File: src/trd_pkg.sv
package trd_pkg;

    // Field widths of one transaction.
    localparam int COORD_W  = 16;
    localparam int DEPTH_W  = 16;
    localparam int COLOR_W  = 24;
    localparam int COUNT_W  = 17;
    localparam int FRAME_W  = 9;
    localparam int INDEX_W  = 16;

    // Internal arithmetic widths.
    localparam int LIM_W    = 13;  // box bounds, up to 2048
    localparam int OPND_W   = 18;  // multiplier operands
    localparam int PROD_W   = 36;  // multiplier product
    localparam int AREA_W   = 37;  // edge function and triangle area
    localparam int WEIGHT_W = 34;  // a non-negative weight never exceeds the area
    localparam int CHUNK_W  = 17;  // half of a weight
    localparam int ACC_W    = 51;  // depth-weighted sum
    localparam int NUM_W    = 51;  // offset dividend
    localparam int DEN_W    = 35;  // twice the area
    localparam int QUOT_W   = 16;
    localparam int CFG_IDX_W = 1;

    localparam logic signed [DEPTH_W-1:0] FAR_DEPTH      = 16'sh7FFF;
    localparam logic signed [AREA_W-1:0]  MIN_TWICE_AREA = 37'sd512;

    typedef enum logic [0:0] {
        KIND_DRAW = 1'b0,
        KIND_READ = 1'b1
    } t_kind;

    typedef enum logic [CFG_IDX_W-1:0] {
        CFG_FRAME_WIDTH  = 1'b0,
        CFG_FRAME_HEIGHT = 1'b1
    } t_cfg_idx;

    typedef struct packed {
        t_kind                      kind;
        logic signed [COORD_W-1:0]  ax;
        logic signed [COORD_W-1:0]  ay;
        logic signed [DEPTH_W-1:0]  az;
        logic signed [COORD_W-1:0]  bx;
        logic signed [COORD_W-1:0]  by_coord;
        logic signed [DEPTH_W-1:0]  bz;
        logic signed [COORD_W-1:0]  cx;
        logic signed [COORD_W-1:0]  cy;
        logic signed [DEPTH_W-1:0]  cz;
        logic [COLOR_W-1:0]         fill_color;
        logic [INDEX_W-1:0]         pixel_index;
    } t_in_item;

    typedef struct packed {
        logic [COUNT_W-1:0]         pixels_written;
        logic                       culled;
        logic signed [DEPTH_W-1:0]  read_depth;
        logic [COLOR_W-1:0]         read_color;
    } t_out_item;

    function automatic logic signed [COORD_W-1:0] min3(
        input logic signed [COORD_W-1:0] a,
        input logic signed [COORD_W-1:0] b,
        input logic signed [COORD_W-1:0] c
    );
        logic signed [COORD_W-1:0] m;
        m = (a < b) ? a : b;
        return (m < c) ? m : c;
    endfunction

    function automatic logic signed [COORD_W-1:0] max3(
        input logic signed [COORD_W-1:0] a,
        input logic signed [COORD_W-1:0] b,
        input logic signed [COORD_W-1:0] c
    );
        logic signed [COORD_W-1:0] m;
        m = (a > b) ? a : b;
        return (m > c) ? m : c;
    endfunction

    // Q12.4 to whole pixels, nearest with ties away from zero, clamped to [0, lim].
    // Any negative coordinate rounds to zero or below, so it clamps to zero.
    function automatic logic [LIM_W-1:0] round_clamp(
        input logic signed [COORD_W-1:0] v,
        input logic [LIM_W-1:0]          lim
    );
        logic [COORD_W:0] sum;
        logic [LIM_W-1:0] r;
        sum = {2'b00, v[COORD_W-2:0]} + 17'd8;
        r   = sum[COORD_W:4];
        if (v[COORD_W-1]) begin
            return '0;
        end
        return (r > lim) ? lim : r;
    endfunction

endpackage

File: src/trd_div.sv
module trd_div (
    input  logic                          i_clk,
    input  logic                          i_rst_n,
    input  logic                          i_start,
    input  logic [trd_pkg::NUM_W-1:0]     i_num,
    input  logic [trd_pkg::DEN_W-1:0]     i_den,
    output logic                          o_done,
    output logic [trd_pkg::QUOT_W-1:0]    o_quot
);
    import trd_pkg::*;

    localparam int SH_W  = DEN_W + QUOT_W - 1;
    localparam int CNT_W = $clog2(QUOT_W);

    logic [NUM_W-1:0]  r_rem;
    logic [SH_W-1:0]   r_dsh;
    logic [QUOT_W-1:0] r_quot;
    logic [CNT_W-1:0]  r_cnt;
    logic              r_busy;
    logic              r_done;
    logic              ge;

    // Restoring division, one quotient bit per cycle, most significant first.
    assign ge = (r_rem >= NUM_W'(r_dsh));

    always_ff @(posedge i_clk) begin
        if (!i_rst_n) begin
            r_busy <= 1'b0;
            r_done <= 1'b0;
        end else begin
            r_done <= 1'b0;
            if (i_start) begin
                r_busy <= 1'b1;
            end else if (r_busy && r_cnt == '0) begin
                r_busy <= 1'b0;
                r_done <= 1'b1;
            end
        end
    end

    always_ff @(posedge i_clk) begin
        if (i_start) begin
            r_rem <= i_num;
            r_dsh <= {i_den, {(QUOT_W-1){1'b0}}};
            r_cnt <= CNT_W'(QUOT_W - 1);
        end else if (r_busy) begin
            if (ge) begin
                r_rem <= r_rem - NUM_W'(r_dsh);
            end
            r_quot <= {r_quot[QUOT_W-2:0], ge};
            r_dsh  <= r_dsh >> 1;
            r_cnt  <= r_cnt - 1'b1;
        end
    end

    assign o_done = r_done;
    assign o_quot = r_quot;

endmodule

File: config.mk
export PLATFORM = sky130hd
export DESIGN_NAME = trd_div
export DESIGN_NICKNAME = d
export VERILOG_FILES = /design/src/trd_pkg.sv /design/src/trd_div.sv
export SDC_FILE = /design/constraint.sdc
export NUM_CORES = 1
export LEC_CHECK = 0
export BUFFER_PORTS_ARGS = -buffer_cell sky130_fd_sc_hd__buf_4
export CAP_MARGIN = 10
export CORE_MARGIN = 3
export CORE_UTILIZATION = 60
export DETAILED_ROUTE_END_ITERATION = 8
export PLACE_DENSITY = 0.89
export SYNTH_ARGS = -nofsm -noshare
export SYNTH_HDL_FRONTEND = slang
export SYNTH_SLANG_ARGS = --single-unit
File: constraint.sdc
create_clock -name i_clk -period 6.9 [get_ports i_clk]
set_input_delay 0.69 -clock i_clk [delete_from_list [all_inputs] [get_ports i_clk]]
set_output_delay 0.69 -clock i_clk [all_outputs]
set_load 0.01 [all_outputs]
[Word-level counts from Yosys, hierarchy flattened]
Index checks and enable logic that the tools add are counted.
Operators by class
  $add $sub $neg: 2
  multiplexer cells: 8
  bitwise operators: 2
  magnitude comparators: 1
  reduce and logical (&&, ||, !) cells: 8
Operators by type and width (number)
  51-bit two-way mux: 3
  50-bit two-way mux: 2
  51-bit by 50-bit >= comparator with 1-bit output: 1
  51-bit by 50-bit subtractor with 51-bit output: 1
  2-bit nonzero test: 3
  4-bit zero test: 1
  2-bit AND reduction: 2
  4-bit by 1-bit subtractor with 4-bit output, second input constant: 1
  1-bit two-way mux: 3
  1-bit inverter: 2
  2-bit OR reduction: 1
  1-bit logical AND: 1
Word-level totals
  word-level logic and storage cells: 28
  output and inout bits: 17
  register bits: 123

[Longest topological paths before layout]
  depth after elaboration: 4
  depth in mapped cells: 13

[Least setup slack after synthesis]
No wires, ideal clock.
  path type: register -> register
  start point: register r_rem[17]
  end point: register r_rem[0], enable pin
  path slack: 3165 ps
  stages on the path, launching flop included: 12
  path buffers: 1
  data required time: 6487 ps
  period minus slack after synthesis: 3735 ps
  arrival time: 3322 ps
  cell sequence: edfxtp_1 > ha_1 > buf_2 > nand4_2 > nor4_1 > o211a_1 > o21ai_1 > a21oi_2 > o211ai_1 > nand2_1 > a31o_1 > a31o_1
Between the ends
  longest elaborated chain between the ends: 3
Ends and longest elaborated chain
  start: declaration: line trd_div.sv:15  | logic [NUM_W-1:0] r_rem;
  start signal: assignment: line trd_div.sv:43  | r_rem <= i_num;
  start signal: assignment: line trd_div.sv:48  | r_rem <= r_rem - NUM_W'(r_dsh);
  51-bit by 50-bit >= comparator with 1-bit output: line trd_div.sv:24  | assign ge = (r_rem >= NUM_W'(r_dsh));
  2-bit nonzero test (no source line)
  2-bit AND reduction (no source line)
Every way passes these cells.
A chain may end at the register's enable or synchronous reset.

[Worst setup path after layout]
  start point: register r_dsh[17]
  end point: register r_rem[17], enable pin
Between the ends
  longest elaborated chain between the ends: 3
Ends and longest elaborated chain
  start: declaration: line trd_div.sv:16  | logic [SH_W-1:0] r_dsh;
  start signal: assignment: line trd_div.sv:44  | r_dsh <= {i_den, {(QUOT_W-1){1'b0}}};
  start signal: assignment: line trd_div.sv:51  | r_dsh <= r_dsh >> 1;
  51-bit by 50-bit >= comparator with 1-bit output: line trd_div.sv:24
  2-bit nonzero test (no source line)
  2-bit AND reduction (no source line)
Every way passes these cells.

==> results.ini <==
[status]
outcome = completed

[synth]
netlist_instances = 830
synth_flop_cell = edfxtp_1
syn_nets = 972
async_flop_share = 0
yosys-top-cells-area = edfxtp_1 (38%), ha_1 (8.1%), dfxtp_1 (5.3%)
yosysUniqueCellTypes = 69
synth_fa_ha_area_frac = 0.0839
yosysTopAreaCell = edfxtp_1
netlist_area_mm2 = 0.00799
synth_top_area_share = 0.383
yosysSeqAreaShare = 0.436
synth-simple-area-share = 0.132
postSynthAreaPerCell_um2 = 9.63
ys_ff_latch = 123
synth_enable_flop_cells = 102
synth_top_family_by_area = compound AO/OA/AOI/OAI gates
muxShareOfSynthArea = 0.0216
synth_compound_area_frac = 0.226
synth_warnings = 0
synth-xor-area-share = 0.0449

[final_layout]
layout-drive-gt1-share = 0.181
nNetsFinal = 1055
syn_to_final_growth_pct = 18.1
antenna_cells = 0
nFillCells = 968

[sta]
fin_crit_ps = 3880
final.setup.tns_ps = 0
finalHoldViolCount = 0
rsz0062_at_grt = false
setup_viol = 0
fmax_ghz = 0.258
maxSlewHeadroom = 0.376
worst_pin_slew_ps = 936
drv_slew = 0
clock-skew-final_ps = 8.47
hold_ws_ps = 444
period_share = 0.562

[die]
start_util = 0.623
num_rows = 41
fp.coreArea_mm2 = 0.0128
pin_count = 106
die_area_mm2 = 0.0147
chipHeight_um = 121
die_width_um = 121

[setup_path]
critPathRequiredTime_ps = 6960
crit_path_top_delay_cell = buf_4
worst-path-buf-inv = 2
crit_family = compound AO/OA/AOI/OAI gates
worstPathCellList = inv_1 > ha_1 > nand4_2 > nor4_1 > o211a_1 > o21ai_1 > a21oi_2 > o211ai_1 > nand2_1 > a31o_1 > a31o_2 > buf_4
startpoint_type = register
worstSetupPathType = reg2reg
arrival_ps = 3940
cp_max_fo = 33
critPathMaxStageDelay_ps = 530
end_kind = register

[pwr]
ir_drop_mv = 0.192
power_density_mw_per_mm2 = 379
p_leak_nw = 3.97

[placement]
io_buffers = 105
gp_congestion = 0.921
dpl.hpwl_um = 13300

[routing]
ant_nets = 0
drc_errors = 0
initialDrtViolationCount = 658
vias_per_cell = 6.04
post_drt_wl_per_cell_um = 17.4
routed_wl_um = 19100
firstDrtPassIters = 5
num_vias = 6636

[global_routing]
grt.overflow.total = 0
grt_max_degree = 93
globalRouteMet3Util = 0.0555
top_usage_layer = met2
grt.total_usage = 0.264
use_met2 = 0.441
grt_pass1_wl_um = 30700
grt_use_met1 = 0.343
antenna_found_initial = 0
first_global_vias = 6395

[clock_tree]
cts_sinks = 123
cts_setup_buffers = 0
clockBufferDepth = 2
clk_pin_slew_ps = 60
h-tree-depth = 4
holdBufCountCts = 0
numCtsBuffers = 17
clk_latency_ps = 430
clock-root-buffer = clkbuf_16
cts_tree = done
cts.repair.resized = 0

[run]
drv_cap = 0

[hold_path]
hold_path.class = reg2reg

power by group:
group          internal [mW]  switching, mW  total (mW)
logic                  0.666          0.955        1.62
registers              0.997         0.0580        1.06
clock network          0.572          0.326       0.898
Yosys cell counts (all sizes together) (15+ instances only):
cell type    n
a21o        30
a21oi       53
a22o        36
buf         18
clkbuf      27
dfxtp       21
edfxtp     102
ha          52
inv         68
mux2i       15
nand2       89
nand3       15
nor2        45
nor3        16
o21ai       70
xnor2       23
xor2        18
metal layers:
metal | part of all wire | vias to the layer above
li1 | - | 3194
met3 | 0.062 | 38
met1 | 0.43 | 3153
met4 | 0.019 | 0
met5 | 0 | -
met2 | 0.49 | 251
cells by family (layout without fill, tap and decap cells):
group | Yosys count | after routing
AND/OR/NAND/NOR | 223 | 223
adder cells (fa/ha/maj) | 53 | 53
buffers and inverters | 113 | 209
XOR/XNOR | 41 | 41
AO/OA/AOI/OAI | 260 | 260
multiplexers | 17 | 17
flip-flops | 123 | 123
per-stage QoR:
stage	std cells	area [µm²]	total power, mW	util	setup slack, ps
global route	1098	9440	3.80	0.736	2760
finish	1098	9440	3.57	0.736	3020
global placement	1066	8840	2.59	0.690	3230
detailed placement	1066	8840	2.64	0.690	3120
floorplan	830	7990	2.30	-	3170
CTS	1098	9440	3.56	0.736	3060
layout by cell type (no fill, tap or decap), types with 4 or more instances in the layout:
cell / netlist / layout
xnor2_1: 23 / 23
nor2b_1: 10 / 9
nand4_1: 10 / 10
dfxtp_1: 21 / 21
clkinv_2: 0 / 5
o211ai_1: 5 / 5
nand2b_1: 4 / 4
nor3b_1: 5 / 5
xor2_1: 18 / 18
a221oi_2: 4 / 4
a31oi_1: 8 / 8
nor2_1: 45 / 45
o21ai_0: 53 / 53
and3_1: 9 / 9
and2_1: 4 / 4
mux2i_1: 15 / 15
o21bai_1: 11 / 11
inv_1: 67 / 67
a21o_1: 30 / 30
nand3_1: 15 / 15
edfxtp_1: 102 / 102
o21ai_1: 15 / 15
nand2_1: 89 / 89
o31ai_1: 5 / 5
ha_1: 52 / 52
o21a_1: 6 / 6
a21oi_1: 50 / 50
a22o_1: 36 / 36
nor3_1: 15 / 15
buf_4: 0 / 109
clkbuf_16: 0 / 17
a211oi_1: 4 / 4
worst paths after layout:
kind / slack [ps] / cells past startpoint / startpoint / endpoint
max: 3020 / 12 / r_dsh[17] / r_rem[17]
min: 440 / 0 / o_quot[2] / o_quot[3]
max reg2reg: 3020 / 12 / r_dsh[17] / r_rem[17]
min reg2reg: 440 / 0 / o_quot[2] / o_quot[3]
registers in the layout, summed over array words and instances (netlist names):
register,cells
r_rem,51
r_dsh,50
o_quot,16
r_cnt,4
o_done,1
r_busy,1
final cells by class:
cell class,count,area (µm²),share of cell area
Clock inverter,13,150,0.0159
Inverter,68,255,0.0270
Timing Repair Buffer,109,818,0.0867
Tap cell,172,215,0.0228
Sequential cell,123,3480,0.369
Clock buffer,19,443,0.0469
Multi-Input combinational cell,594,4070,0.432
worst reg2reg max path, cell delays in order, from the launching register on:
cell and delay [ps]:
edfxtp_1 350, inv_1 50, ha_1 440, nand4_2 190, nor4_1 420, o211a_1 200, o21ai_1 110, a21oi_2 240
o211ai_1 150, nand2_1 130, a31o_1 180, a31o_2 510, buf_4 540
Power figures use the tool's default switching activity.
